**config.mk**
```make
export PLATFORM = sky130hd
export DESIGN_NAME = source_code_tokenizer
export DESIGN_NICKNAME = d
export VERILOG_FILES = /design/src/sct_pkg.sv /design/src/sct_class.sv /design/src/sct_scan.sv /design/src/sct_resq.sv /design/src/source_code_tokenizer.sv
export VERILOG_INCLUDE_DIRS = /design/src /design/src/src
export SDC_FILE = /design/constraint.sdc
export NUM_CORES = 1
export LEC_CHECK = 0
export BUFFER_PORTS_ARGS = -buffer_cell sky130_fd_sc_hd__buf_2
export CELL_PAD_IN_SITES_DETAIL_PLACEMENT = 1
export CELL_PAD_IN_SITES_GLOBAL_PLACEMENT = 1
export CORE_MARGIN = 4
export CORE_UTILIZATION = 47
export CTS_CLUSTER_SIZE = 24
export DETAILED_ROUTE_END_ITERATION = 10
export PLACE_DENSITY_LB_ADDON = 0.1
export SLEW_MARGIN = 20
export SYNTH_ARGS = -nofsm -noshare
export SYNTH_HDL_FRONTEND = slang
export SYNTH_SLANG_ARGS = --single-unit
```
**constraint.sdc**
```tcl
create_clock -name clk_i -period 8.37 [get_ports clk_i]
set_input_delay 0.4185 -clock clk_i [delete_from_list [all_inputs] [get_ports clk_i]]
set_output_delay 0.4185 -clock clk_i [all_outputs]
set_load 0.05 [all_outputs]
```
**src/source_code_tokenizer_assert.svh**
```systemverilog
// Assertion macros for the source code tokenizer.
// Included by the RTL files that carry concurrent checks; no other dependencies.
`ifndef SOURCE_CODE_TOKENIZER_ASSERT_SVH
`define SOURCE_CODE_TOKENIZER_ASSERT_SVH
`ifndef SYNTHESIS
// plain property, checked every clock outside reset
`define SCT_ASSERT(label, clk, rst_n, prop) \
  label: assert property (@(posedge clk) disable iff (!rst_n) (prop)) \
    else $error("sct assertion failed");
// same-cycle implication
`define SCT_ASSERT_IMP(label, clk, rst_n, ante, cons) \
  label: assert property (@(posedge clk) disable iff (!rst_n) (ante) |-> (cons)) \
    else $error("sct assertion failed");
// next-cycle implication
`define SCT_ASSERT_NXT(label, clk, rst_n, ante, cons) \
  label: assert property (@(posedge clk) disable iff (!rst_n) (ante) |=> (cons)) \
    else $error("sct assertion failed");
`else
`define SCT_ASSERT(label, clk, rst_n, prop)
`define SCT_ASSERT_IMP(label, clk, rst_n, ante, cons)
`define SCT_ASSERT_NXT(label, clk, rst_n, ante, cons)
`endif
`endif

```
**src/sct_pkg.sv**
```systemverilog
// Shared types, constants and helpers for the source code tokenizer.
// No dependencies; imported by every module of the block.
package sct_pkg;

  // token length limit
  localparam int unsigned MAX_TOKEN_LEN = 1024;
  localparam int unsigned TOKEN_LIMIT   = (MAX_TOKEN_LEN > 1) ? MAX_TOKEN_LEN - 1 : 1;
  localparam int unsigned TLEN_W        = (MAX_TOKEN_LEN > 2) ? $clog2(MAX_TOKEN_LEN) : 1;

  // result queue sizing
  localparam int unsigned MAX_RESULTS = 3;
  localparam int unsigned NCNT_W      = 2;
  localparam int unsigned RQ_DEPTH    = 8;
  localparam int unsigned RQ_AW       = $clog2(RQ_DEPTH);
  localparam int unsigned RQ_CW       = $clog2(RQ_DEPTH + 1);

  // configuration register indexes
  localparam int unsigned CFG_IDX_W = 1;
  localparam logic [CFG_IDX_W-1:0] CFG_IGNORE_COLONS = 1'd0;
  localparam logic [CFG_IDX_W-1:0] CFG_IGNORE_LINEC  = 1'd1;

  // token kinds
  localparam logic [1:0] KIND_WORD   = 2'd0;
  localparam logic [1:0] KIND_BREAK  = 2'd1;
  localparam logic [1:0] KIND_STRING = 2'd2;
  localparam logic [1:0] KIND_WIDE   = 2'd3;

  // characters of interest
  localparam logic [7:0] CH_NUL    = 8'h00;
  localparam logic [7:0] CH_LF     = 8'h0a;
  localparam logic [7:0] CH_SPACE  = 8'h20;
  localparam logic [7:0] CH_QUOTE  = 8'h22;
  localparam logic [7:0] CH_APOS   = 8'h27;
  localparam logic [7:0] CH_LPAR   = 8'h28;
  localparam logic [7:0] CH_RPAR   = 8'h29;
  localparam logic [7:0] CH_STAR   = 8'h2a;
  localparam logic [7:0] CH_COMMA  = 8'h2c;
  localparam logic [7:0] CH_SLASH  = 8'h2f;
  localparam logic [7:0] CH_COLON  = 8'h3a;
  localparam logic [7:0] CH_SEMI   = 8'h3b;
  localparam logic [7:0] CH_LT     = 8'h3c;
  localparam logic [7:0] CH_GT     = 8'h3e;
  localparam logic [7:0] CH_UPPERL = 8'h4c;
  localparam logic [7:0] CH_LBRK   = 8'h5b;
  localparam logic [7:0] CH_BSLASH = 8'h5c;
  localparam logic [7:0] CH_RBRK   = 8'h5d;
  localparam logic [7:0] CH_LBRACE = 8'h7b;
  localparam logic [7:0] CH_RBRACE = 8'h7d;

  // classification of one text byte
  typedef struct packed {
    logic zero;
    logic ws;
    logic nl;
    logic slash;
    logic star;
    logic quote;
    logic bslash;
    logic wide_l;
    logic brk;
  } byte_class_t;

  // one result beat
  typedef struct packed {
    logic [7:0]  ch;
    logic [1:0]  kind;
    logic        first;
    logic        last;
    logic        empty;
    logic        eot;
    logic [31:0] line;
  } token_t;

  function automatic token_t mk_tok(input logic [7:0] ch, input logic [1:0] kind,
                                    input logic first, input logic last,
                                    input logic empty, input logic eot,
                                    input logic [31:0] line);
    token_t t;
    t.ch    = ch;
    t.kind  = kind;
    t.first = first;
    t.last  = last;
    t.empty = empty;
    t.eot   = eot;
    t.line  = line;
    return t;
  endfunction

endpackage

```
**src/sct_class.sv**
```systemverilog
// Byte classifier: decodes one text byte into the flags the scanner needs.
// Depends on sct_pkg.
module sct_class import sct_pkg::*; (
  input  logic [7:0]  byte_i,
  input  logic        ignore_colons_i,
  output byte_class_t cls_o
);

  logic brk_fixed;

  // fixed break set, slash included
  always_comb begin
    unique case (byte_i)
      CH_LBRACE, CH_RBRACE, CH_LPAR, CH_RPAR, CH_LBRK, CH_RBRK,
      CH_APOS, CH_SLASH, CH_COMMA, CH_SEMI, CH_LT, CH_GT: brk_fixed = 1'b1;
      default: brk_fixed = 1'b0;
    endcase
  end

  assign cls_o.zero   = (byte_i == CH_NUL);
  assign cls_o.ws     = (byte_i <= CH_SPACE);
  assign cls_o.nl     = (byte_i == CH_LF);
  assign cls_o.slash  = (byte_i == CH_SLASH);
  assign cls_o.star   = (byte_i == CH_STAR);
  assign cls_o.quote  = (byte_i == CH_QUOTE);
  assign cls_o.bslash = (byte_i == CH_BSLASH);
  assign cls_o.wide_l = (byte_i == CH_UPPERL);
  assign cls_o.brk    = brk_fixed | ((byte_i == CH_COLON) & ~ignore_colons_i);

endmodule

```
**src/sct_scan.sv**
```systemverilog
// Front end: configuration registers, scan state machine and token builder.
// Depends on sct_pkg and sct_class; writes up to two beats per byte.
module sct_scan import sct_pkg::*; (
  input  logic                  clk_i,
  input  logic                  rst_ni,
  input  logic                  cfg_we_i,
  input  logic [CFG_IDX_W-1:0]  cfg_index_i,
  input  logic                  cfg_data_i,
  input  logic                  accept_i,
  input  logic [7:0]            byte_i,
  output logic [NCNT_W-1:0]     wr_cnt_o,
  output token_t                wr_tok_o [MAX_RESULTS]
);

  typedef enum logic [2:0] {
    M_IDLE   = 3'd0,
    M_WORD   = 3'd1,
    M_STRING = 3'd2,
    M_SLASH  = 3'd3,
    M_WIDE   = 3'd4,
    M_LINEC  = 3'd5,
    M_BLOCKC = 3'd6
  } mode_e;

  typedef struct packed {
    mode_e             mode;
    logic [7:0]        held;
    logic              hv;
    logic [TLEN_W-1:0] len;
    logic              ab;
    logic              star;
  } scan_t;

  localparam logic [TLEN_W-1:0] LEN_ONE   = TLEN_W'(1);
  localparam logic [TLEN_W-1:0] LEN_LIMIT = TLEN_W'(TOKEN_LIMIT);

  function automatic scan_t idle_state(input logic [7:0] held);
    scan_t s;
    s.mode = M_IDLE;
    s.held = held;
    s.hv   = 1'b0;
    s.len  = '0;
    s.ab   = 1'b0;
    s.star = 1'b0;
    return s;
  endfunction

  scan_t       st_q, st_d;
  logic [31:0] nl_q, nl_d;
  logic        ign_colons_q, ign_colons_d;
  logic        ign_linec_q, ign_linec_d;
  byte_class_t cls;

  sct_class u_class (
    .byte_i          (byte_i),
    .ignore_colons_i (ign_colons_q),
    .cls_o           (cls)
  );

  // configuration writes
  always_comb begin
    ign_colons_d = ign_colons_q;
    ign_linec_d  = ign_linec_q;
    if (cfg_we_i) begin
      unique case (cfg_index_i)
        CFG_IGNORE_COLONS: ign_colons_d = cfg_data_i;
        CFG_IGNORE_LINEC:  ign_linec_d  = cfg_data_i;
        default: ;
      endcase
    end
  end

  // one byte step: pre-step on the current mode, then word and idle handling
  always_comb begin
    token_t            rec [MAX_RESULTS];
    logic [NCNT_W-1:0] n;
    logic              do_word;
    logic              do_idle;
    logic              first;

    st_d    = st_q;
    nl_d    = nl_q;
    n       = '0;
    do_word = 1'b0;
    do_idle = 1'b0;
    first   = 1'b0;
    for (int k = 0; k < MAX_RESULTS; k++) begin
      rec[k] = '0;
    end

    if (accept_i) begin
      if (cls.zero) begin
        // end of text: flush pending token, add end marker, clear
        unique case (st_q.mode)
          M_WORD: begin
            rec[n] = mk_tok(st_q.held, KIND_WORD, st_q.len == LEN_ONE, 1'b1, 1'b0, 1'b0, nl_q);
            n = n + 1'b1;
          end
          M_SLASH: begin
            rec[n] = mk_tok(CH_SLASH, KIND_BREAK, 1'b1, 1'b1, 1'b0, 1'b0, nl_q);
            n = n + 1'b1;
          end
          M_WIDE: begin
            rec[n] = mk_tok(CH_UPPERL, KIND_WORD, 1'b1, 1'b1, 1'b0, 1'b0, nl_q);
            n = n + 1'b1;
          end
          M_STRING: begin
            if (st_q.hv) begin
              rec[n] = mk_tok(st_q.held, KIND_STRING, st_q.len == LEN_ONE, 1'b1,
                              1'b0, 1'b0, nl_q);
            end else begin
              rec[n] = mk_tok(CH_NUL, KIND_STRING, 1'b1, 1'b1, 1'b1, 1'b0, nl_q);
            end
            n = n + 1'b1;
          end
          default: ;
        endcase
        rec[n] = mk_tok(CH_NUL, KIND_WORD, 1'b0, 1'b0, 1'b0, 1'b1, nl_q);
        n = n + 1'b1;
        st_d = idle_state(st_q.held);
        nl_d = '0;
      end else begin
        unique case (st_q.mode)
          M_WORD: begin
            do_word = 1'b1;
          end
          M_STRING: begin
            first = (st_q.len == LEN_ONE);
            if (cls.quote && !st_q.ab) begin
              if (st_q.hv) begin
                rec[n] = mk_tok(st_q.held, KIND_STRING, first, 1'b1, 1'b0, 1'b0, nl_q);
              end else begin
                rec[n] = mk_tok(CH_NUL, KIND_STRING, 1'b1, 1'b1, 1'b1, 1'b0, nl_q);
              end
              n = n + 1'b1;
              st_d = idle_state(st_q.held);
            end else begin
              if (st_q.hv) begin
                rec[n] = mk_tok(st_q.held, KIND_STRING, first, 1'b0, 1'b0, 1'b0, nl_q);
                n = n + 1'b1;
              end
              st_d.held = byte_i;
              st_d.hv   = 1'b1;
              st_d.len  = st_q.len + LEN_ONE;
              st_d.ab   = cls.bslash;
              if (st_d.len >= LEN_LIMIT) begin
                rec[n] = mk_tok(byte_i, KIND_STRING, st_d.len == LEN_ONE, 1'b1,
                                1'b0, 1'b0, nl_q);
                n = n + 1'b1;
                st_d = idle_state(byte_i);
              end
            end
          end
          M_SLASH: begin
            if (cls.slash && !ign_linec_q) begin
              st_d      = idle_state(st_q.held);
              st_d.mode = M_LINEC;
            end else if (cls.star) begin
              st_d      = idle_state(st_q.held);
              st_d.mode = M_BLOCKC;
            end else begin
              rec[n] = mk_tok(CH_SLASH, KIND_BREAK, 1'b1, 1'b1, 1'b0, 1'b0, nl_q);
              n = n + 1'b1;
              st_d    = idle_state(st_q.held);
              do_idle = 1'b1;
            end
          end
          M_WIDE: begin
            if (cls.quote) begin
              rec[n] = mk_tok(CH_UPPERL, KIND_WIDE, 1'b1, 1'b1, 1'b0, 1'b0, nl_q);
              n = n + 1'b1;
              st_d      = idle_state(st_q.held);
              st_d.mode = M_STRING;
            end else begin
              // the held L opens a word
              st_d.mode = M_WORD;
              st_d.held = CH_UPPERL;
              st_d.hv   = 1'b1;
              st_d.len  = LEN_ONE;
              if (LEN_ONE >= LEN_LIMIT) begin
                rec[n] = mk_tok(CH_UPPERL, KIND_WORD, 1'b1, 1'b1, 1'b0, 1'b0, nl_q);
                n = n + 1'b1;
                st_d    = idle_state(CH_UPPERL);
                do_idle = 1'b1;
              end else begin
                do_word = 1'b1;
              end
            end
          end
          M_LINEC: begin
            if (cls.nl) begin
              st_d    = idle_state(st_q.held);
              do_idle = 1'b1;
            end
          end
          M_BLOCKC: begin
            if (cls.nl) begin
              nl_d = nl_q + 32'd1;
            end
            if (st_q.star && cls.slash) begin
              st_d = idle_state(st_q.held);
            end else begin
              st_d.star = cls.star;
            end
          end
          default: begin
            st_d    = idle_state(st_q.held);
            do_idle = 1'b1;
          end
        endcase

        // word continuation or close
        if (do_word) begin
          first = (st_d.len == LEN_ONE);
          if (cls.ws || cls.brk) begin
            rec[n] = mk_tok(st_d.held, KIND_WORD, first, 1'b1, 1'b0, 1'b0, nl_q);
            n = n + 1'b1;
            st_d    = idle_state(st_d.held);
            do_idle = 1'b1;
          end else begin
            rec[n] = mk_tok(st_d.held, KIND_WORD, first, 1'b0, 1'b0, 1'b0, nl_q);
            n = n + 1'b1;
            st_d.held = byte_i;
            st_d.len  = st_d.len + LEN_ONE;
            if (st_d.len >= LEN_LIMIT) begin
              rec[n] = mk_tok(byte_i, KIND_WORD, 1'b0, 1'b1, 1'b0, 1'b0, nl_q);
              n = n + 1'b1;
              st_d = idle_state(byte_i);
            end
          end
        end

        // byte seen between tokens
        if (do_idle) begin
          if (cls.ws) begin
            if (cls.nl) begin
              nl_d = nl_d + 32'd1;
            end
          end else if (cls.slash) begin
            st_d.mode = M_SLASH;
            st_d.held = byte_i;
            st_d.hv   = 1'b1;
          end else if (cls.wide_l) begin
            st_d.mode = M_WIDE;
            st_d.held = byte_i;
            st_d.hv   = 1'b1;
          end else if (cls.quote) begin
            st_d.mode = M_STRING;
          end else if (cls.brk) begin
            rec[n] = mk_tok(byte_i, KIND_BREAK, 1'b1, 1'b1, 1'b0, 1'b0, nl_q);
            n = n + 1'b1;
          end else begin
            st_d.mode = M_WORD;
            st_d.held = byte_i;
            st_d.hv   = 1'b1;
            st_d.len  = LEN_ONE;
            if (LEN_ONE >= LEN_LIMIT) begin
              rec[n] = mk_tok(byte_i, KIND_WORD, 1'b1, 1'b1, 1'b0, 1'b0, nl_q);
              n = n + 1'b1;
              st_d = idle_state(byte_i);
            end
          end
        end
      end
    end

    wr_cnt_o = n;
    wr_tok_o = rec;
  end

  // state and configuration registers
  always_ff @(posedge clk_i or negedge rst_ni) begin
    if (!rst_ni) begin
      st_q         <= idle_state(8'h00);
      nl_q         <= '0;
      ign_colons_q <= 1'b0;
      ign_linec_q  <= 1'b0;
    end else begin
      st_q         <= st_d;
      nl_q         <= nl_d;
      ign_colons_q <= ign_colons_d;
      ign_linec_q  <= ign_linec_d;
    end
  end

endmodule

```
**src/sct_resq.sv**
```systemverilog
// Back end: result queue taking up to three beats a cycle, one out per pop.
// Depends on sct_pkg and the assertion macro header.
`include "source_code_tokenizer_assert.svh"
module sct_resq import sct_pkg::*; (
  input  logic              clk_i,
  input  logic              rst_ni,
  input  logic [NCNT_W-1:0] wr_cnt_i,
  input  token_t            wr_tok_i [MAX_RESULTS],
  input  logic              rd_i,
  output token_t            head_o,
  output logic              empty_o,
  output logic              full_o
);

  token_t            mem_q [RQ_DEPTH];
  logic [RQ_AW-1:0]  wp_q, wp_d;
  logic [RQ_AW-1:0]  rp_q, rp_d;
  logic [RQ_CW-1:0]  cnt_q, cnt_d;
  logic              rd_ok;

  assign empty_o = (cnt_q == '0);
  // room must remain for the largest burst of one byte
  assign full_o  = (cnt_q > RQ_CW'(RQ_DEPTH - MAX_RESULTS));
  assign rd_ok   = rd_i & ~empty_o;
  assign head_o  = mem_q[rp_q];

  // pointers and fill level
  always_comb begin
    wp_d  = wp_q + RQ_AW'(wr_cnt_i);
    rp_d  = rp_q + RQ_AW'(rd_ok);
    cnt_d = cnt_q + RQ_CW'(wr_cnt_i) - RQ_CW'(rd_ok);
  end

  always_ff @(posedge clk_i or negedge rst_ni) begin
    if (!rst_ni) begin
      wp_q  <= '0;
      rp_q  <= '0;
      cnt_q <= '0;
    end else begin
      wp_q  <= wp_d;
      rp_q  <= rp_d;
      cnt_q <= cnt_d;
    end
  end

  // beat storage, written in order from the write pointer
  always_ff @(posedge clk_i) begin
    for (int k = 0; k < MAX_RESULTS; k++) begin
      if (NCNT_W'(k) < wr_cnt_i) begin
        mem_q[wp_q + RQ_AW'(k)] <= wr_tok_i[k];
      end
    end
  end

  `SCT_ASSERT(a_cnt_bound, clk_i, rst_ni, (cnt_q <= RQ_CW'(RQ_DEPTH)))
  `SCT_ASSERT_IMP(a_no_overfill, clk_i, rst_ni, (wr_cnt_i != '0), (cnt_q <= (RQ_CW'(RQ_DEPTH) - RQ_CW'(wr_cnt_i))))
  `SCT_ASSERT_NXT(a_pop_drains, clk_i, rst_ni, (rd_ok && (wr_cnt_i == '0)), (cnt_q == ($past(cnt_q) - RQ_CW'(1))))

endmodule

```
**src/source_code_tokenizer.sv**
```systemverilog
// Top level of the source code tokenizer: byte queue port in, token queue port out.
// Depends on sct_pkg, sct_scan (with sct_class) and sct_resq.
//
//  port group   direction  handshake           payload
//  text in      in         push / full         text_byte_i
//  tokens out   out        empty / pop         token_char_o .. line_count_o
//  config       in         cfg_valid_i/_ready  cfg_index_i, cfg_data_i
//
// One text byte is taken per cycle while full is low; it yields zero to two
// token beats, written into an eight-entry result queue the same cycle.
// A beat can be popped the cycle after its byte was pushed; one beat leaves per cycle.
// full rises when fewer than three queue entries are free, so a stalled pop side
// holds off the input after a few bytes; config writes are always taken.
// Reset clears scan state, line count and configuration; no clearing pass.
module source_code_tokenizer import sct_pkg::*; (
  input  logic                 clk_i,
  input  logic                 rst_ni,
  input  logic                 push,
  output logic                 full,
  input  logic [7:0]           text_byte_i,
  output logic                 empty,
  input  logic                 pop,
  output logic [7:0]           token_char_o,
  output logic [1:0]           token_kind_o,
  output logic                 first_of_token_o,
  output logic                 last_of_token_o,
  output logic                 empty_token_o,
  output logic                 end_of_text_o,
  output logic [31:0]          line_count_o,
  input  logic                 cfg_valid_i,
  output logic                 cfg_ready_o,
  input  logic [CFG_IDX_W-1:0] cfg_index_i,
  input  logic                 cfg_data_i
);

  logic              accept;
  logic [NCNT_W-1:0] wr_cnt;
  token_t            wr_tok [MAX_RESULTS];
  token_t            head;

  assign accept      = push & ~full;
  assign cfg_ready_o = 1'b1;

  sct_scan u_scan (
    .clk_i       (clk_i),
    .rst_ni      (rst_ni),
    .cfg_we_i    (cfg_valid_i & cfg_ready_o),
    .cfg_index_i (cfg_index_i),
    .cfg_data_i  (cfg_data_i),
    .accept_i    (accept),
    .byte_i      (text_byte_i),
    .wr_cnt_o    (wr_cnt),
    .wr_tok_o    (wr_tok)
  );

  sct_resq u_resq (
    .clk_i    (clk_i),
    .rst_ni   (rst_ni),
    .wr_cnt_i (wr_cnt),
    .wr_tok_i (wr_tok),
    .rd_i     (pop),
    .head_o   (head),
    .empty_o  (empty),
    .full_o   (full)
  );

  // result fields from the queue head
  assign token_char_o     = head.ch;
  assign token_kind_o     = head.kind;
  assign first_of_token_o = head.first;
  assign last_of_token_o  = head.last;
  assign empty_token_o    = head.empty;
  assign end_of_text_o    = head.eot;
  assign line_count_o     = head.line;

endmodule

```
After elaboration in Yosys (flattened, before gate mapping)
Memory sizes are Yosys's and may differ from the RTL's.
Index checks and enable logic that the tools add are counted.
Operators by class
  add/sub/neg operators: 15
  equality and inequality tests: 27
  magnitude comparators: 17
  bitwise operators: 14
  mux-type cells: 134
  reductions and logical operators: 20
Operators by type and width (number)
  $mux W138: 14
  $bwmux W138: 6
  $mux W46: 18
  $demux W46 S2: 5
  $mux W92: 4
  $mux W24: 11
  $mux W32: 8
  $pmux W46 S4: 1
  $pmux W24 S6: 1
  $pmux W46 S3: 1
  $eq A8 B6 Y1 const B: 11
  $mux W22: 3
  $add A32 B1 Y32 const B: 2
  $mux W2: 25
  $eq A8 B7 Y1 const B: 6
  $reduce_or A46 Y1: 1
  $mux W45: 1
  $mux W44: 1
  $eq A10 B1 Y1 const B: 3
  $mux W12: 2
  $mux W1: 23
  $mux W23: 1
  $mux W21: 1
  $add A10 B1 Y10 const B: 2
  other kinds (36): 76
Storage, ports and cells
  memory bits (writable): 368
  output and inout port bits: 49
  memories: 1
  register bits after elaboration: 68
Memories
  u_resq.mem_q: words 8, width 46, read ports 1, clocked after Yosys merged registers in 0, wr ports 2, line sct_resq.sv:15  | token_t mem_q [RQ_DEPTH];

Longest topological paths before layout
  depth after elaboration: 34
  depth in mapped cells: 31
  gate-level depth less buffers: 29

By module
From an unflattened synthesis, not the netlist that was laid out.
Unflattened totals
  cell total of the unflattened synthesis: 3708
  area total of the unflattened synthesis: 32561.2 µm²
By module, submodules not included
  sct_resq: times used 1, seq. area each 11300.8 µm², cells each 2633, area an instance 25151.6 µm²
  sct_scan: times used 1, seq. area each 1451.4 µm², cells each 1040, area an instance 7176.9 µm²
  sct_class: times used 1, seq. area each 0.0 µm², cells each 32, area an instance 207.7 µm²
  source_code_tokenizer: times used 1, seq. area each 0.0 µm², cells each 3, area an instance 25.0 µm²

Worst setup path before layout
Ideal clock, no wire load.
  path type: reg2reg
  start point: reg u_scan.st_q[2] (netlist name)
  end point: mem u_resq.mem_q[2][0] (netlist name) (enable)
  buffers on the path: 5
  setup time: 0.519 ns
  arrival time: 8.710 ns
  clock period less this slack: 9.229 ns
  required time: 7.851 ns
  cell stages (with the launch flop): 29
  slack: -0.859 ns
  path through: dfrtp_1 > ha_1 > buf_2 > and3_1 > clkbuf_1 > mux2i_1 > o21ai_1 > nor4b_1 > nor2_1 > ha_1 > or3b_1 > o31a_1 > a21o_1 > buf_2 > nor3_2 > nor2_1 > nor2_1 > nor2_1 > ha_1 > inv_1 > a211oi_1 > nand2_1 > o31a_1 > inv_2 > buf_2 > and2_1 > buf_2 > mux2i_1 > o31ai_1
RTL lines
  start, declared: line sct_scan.sv:48  | scan_t st_q, st_d;
  start signal, assigned: line sct_scan.sv:274  | st_q <= idle_state(8'h00);
  start signal, assigned: line sct_scan.sv:279  | st_q <= st_d;
  end, declared: line sct_resq.sv:15

==> results.md <==
- Synth Flop Type: edfxtp_1
- Startpoint types: register
- Insertion delay to the later sink of the worst-skew pair: 0.61 ns
- Drt via density: 6.58
- Layout cells sized above 1: 27.9%
- Ys async rst share: 15.6%
- Synth Instances: 2202
- Post-Route Utilization: 52.9%
- Tcrit/Tclk final: 90.4%
- Crit end category: register
- Tot Pwr: 8140 µW
- CTS tree: done
- Syn Std Cell Area: 26600 µm²
- Clock Tree Buf Depth: 3
- Ant. Diodes: 0
- F_max: 132 MHz
- CTS root buf: clkbuf_16
- Max_cap viols: 0
- Vias in the first global route: 20400
- Synth area leaders: edfxtp_1 42%, nor3b_2 8.0%, mux4_2 7.8%, dfrtp_1 6.4%, mux2i_1 3.4%
- Pre-CTS setup slack: slightly above 0.8 ns
- Area Growth Syn to Fin: 10.5%
- Worst setup path class: reg -> reg
- Total die area: 60400 µm²
- Critical Path RT: 8.66 ns
- Drt pass-1 iters: 6
- RD Place Congestion: 0.951
- Leak pwr: 0.00970 µW
- # hold bufs at CTS: 1
- VDD IR max: between 150 and 200 µV
- Placeable Area: 55500 µm²
- Max Slew Vio Count: 0
- Most numerous cell in the Yosys netlist: edfxtp_1
- Final Hold Vio Count: 0
- Grt ovf: 0
- Net Count, Synth: about 2200
- Cts repair resizes: 0
- Buffers on Ports: slightly above 60
- Skew final: 0.0244 ns
- H-tree level count: 2
- DRT Wirelength: 87600 µm
- Commonest cells in the netlist: 368 x edfxtp_1, 169 x nor3b_2, 134 x nand2_1, 119 x clkbuf_1, 116 x nor2_1
- Clock-pin transition on the worst setup and hold timing paths: 0.06 ns
- Worst Hold Class: in -> reg
- Hold_ws: 0.0772 ns
- RSZ-0062 raised after global routing: false
- Vias: 19500
- Design area: 29400 µm²
- Post-route DRC: 0
- Die Span X: ~250 µm
- Initial antenna violation count: 0
- Postcts setup bufs: 0
- DP HPWL: 57300 µm
- Syn. warnings: 0
- Yosys cell types: between 90 and 100
- Area share of the largest cell type after synthesis: 41.6%
- Fin nets: between 2000 and 2500
- Post-DP Area: 27800 µm²
- Row count: 86
- Minimum clock period: 7.57 ns
- Register bit total from synthesis: between 400 and 500
- Antenna violation net count after detailed routing: 0
- Crit path max fanout: 22
- WP data arrival: 7.86 ns
- Seq/Total Area, Yosys: 48.0%
- Tightest Pin Transition: 1.10 ns
- Largest net degree at the start of global routing: a little under 80
- Sink Count: approximately 440
- Chip height: roughly 250 µm
- Status: finished, final reports clean
- First-pass GRT wire length: 133000 µm
- Number of synthesized flops with an enable pin: approximately 370
- Max_slew headroom: between 20% and 30%
- Yosys top cell by area: edfxtp_1
- PnR worst setup slack: 0.800 ns
- 1st-iter DRT viols: about 1700
- Final setup violation count: 0
- Total CTS buffers: 49
- Syn Area/Cell: 12.1 µm²
- Power Dens Cells: 277 nW/µm²
- Initial Utilization: a little under half
- Overall Global Routing Usage: 28.9%
- # IOs: 64
- Drt wl/cell: 29.5 µm
-- cells in the final DEF (no fill, tap or decap), drive strengths merged, types with 13 or more instances in the layout --
cell      n
or2      14
ha       28
clkbuf   69
buf     140
edfxtp  368
mux2     52
o31ai    22
nor3     96
mux2i    90
xnor2    16
nor4     16
nand2   135
a211oi   26
and2     21
mux4     92
and3     21
nor2b    15
a21oi   110
nor3b   187
o21ai   145
nor2    120
nand3    48
dfrtp    68
nand4    27
clkinv   17
o211ai   14
inv      40
a31oi    32
nand2b   13
-- kinds of logic after synthesis --
logic type      after synthesis  synth area share (%)
compound gates              460                  11.5
xor+xnor                     25                 0.824
fa+ha+maj                    30                  1.47
buf+inv                     248                  4.45
flops                       436                  48.0
mux                         234                  13.4
other cells                   1                0.0141
simple gates                768                  20.4
-- flip-flops by register name, indices dropped and copies added (netlist names) --
register	cells
u_resq.wp_q	3
u_resq.cnt_q	4
u_scan.st_q	24
u_scan.ign_linec_q	1
u_scan.nl_q	32
u_scan.ign_colons_q	1
u_resq.rp_q	3
u_resq.mem_q	368
-- critical path: stages, from the launching register on --
cell and delay [ns]:
dfrtp_1 0.51, ha_1 0.40, and3_1 0.35, mux2i_1 0.28, o21ai_1 0.13, nor4b_1 0.48, nor2_1 0.20, inv_1 0.10
ha_1 0.13, o21ai_0 0.07, a311oi_1 0.30, o311ai_0 0.23, nor3b_2 0.38, nor2_1 0.22, nor3_2 0.39, nor2_1 0.07
nor2_1 0.09, nor2_1 0.06, ha_1 0.29, inv_1 0.05, a211oi_1 0.26, nand2_1 0.09, o31a_1 0.30, inv_2 0.21
and2_1 0.44, mux2i_1 0.39, o31ai_4 0.55, buf_12 0.26
-- power breakdown --
| part | switching [µW] | internal (µW) | leakage [µW] | total, µW |
|---|---|---|---|---|
| clock network | 925 | 1170 | 0.000733 | 2100 |
| logic | 2170 | 1070 | 0.00479 | 3240 |
| registers | 242 | 2560 | 0.00418 | 2800 |
| total | 3340 | 4800 | 0.00970 | 8140 |
-- final timing paths --
| path | from | end | slack (ns) | cells after the start |
|---|---|---|---|---|
| worst min register to register | u_scan.ign_colons_q$_DFFE_PN0P_ | u_scan.ign_colons_q$_DFFE_PN0P_ | 0.54 | 1 |
| worst max register to register | u_scan.st_q[3]$_DFFE_PN0P_ | u_resq.mem_q[6][14]$_DFFE_PP_ | 0.80 | 27 |
| worst max-delay path | u_scan.st_q[3]$_DFFE_PN0P_ | u_resq.mem_q[6][14]$_DFFE_PP_ | 0.80 | 27 |
| worst min-delay path | cfg_data_i | u_scan.ign_linec_q$_DFFE_PN0P_ | 0.08 | 2 |
| max in group asynchronous | rst_ni | u_resq.rp_q[0]$_DFF_PN0_ | 7.05 | 3 |
| min in group asynchronous | rst_ni | u_scan.st_q[7]$_DFFE_PN0P_ | 0.30 | 2 |
-- final cells by class --
type / count / area, µm²
fill: 5711 / 26200
multi-input combinational: 1518 / 12800
sequential: 436 / 12800
clock buffer: 69 / 1350
timing repair buffer: 141 / 1150
tap: 748 / 936
clock inverter: 21 / 185
inverter: 39 / 146
-- metrics by stage --
stage | setup TNS, ns | instances
6_report | 0 | 2972
5_1_grt | 0 | 2972
4_1_cts | 0 | 2970
3_5_place_dp | 0 | 2879
3_3_place_gp | 0 | 2879
2_1_floorplan | -158.08 | 2202
-- per-layer routing --
| metal | vias to the layer above | share of wire, % | track usage [%] |
|---|---|---|---|
| met3 | 175 | 6.4 | 4.12 |
| met5 | - | 0 | 0 |
| li1 | 8451 | - | - |
| met4 | 0 | 3.2 | 9.19 |
| met1 | 10200 | 42 | 40.0 |
| met2 | 724 | 48 | 47.6 |
(Power assumes the default switching activity.)
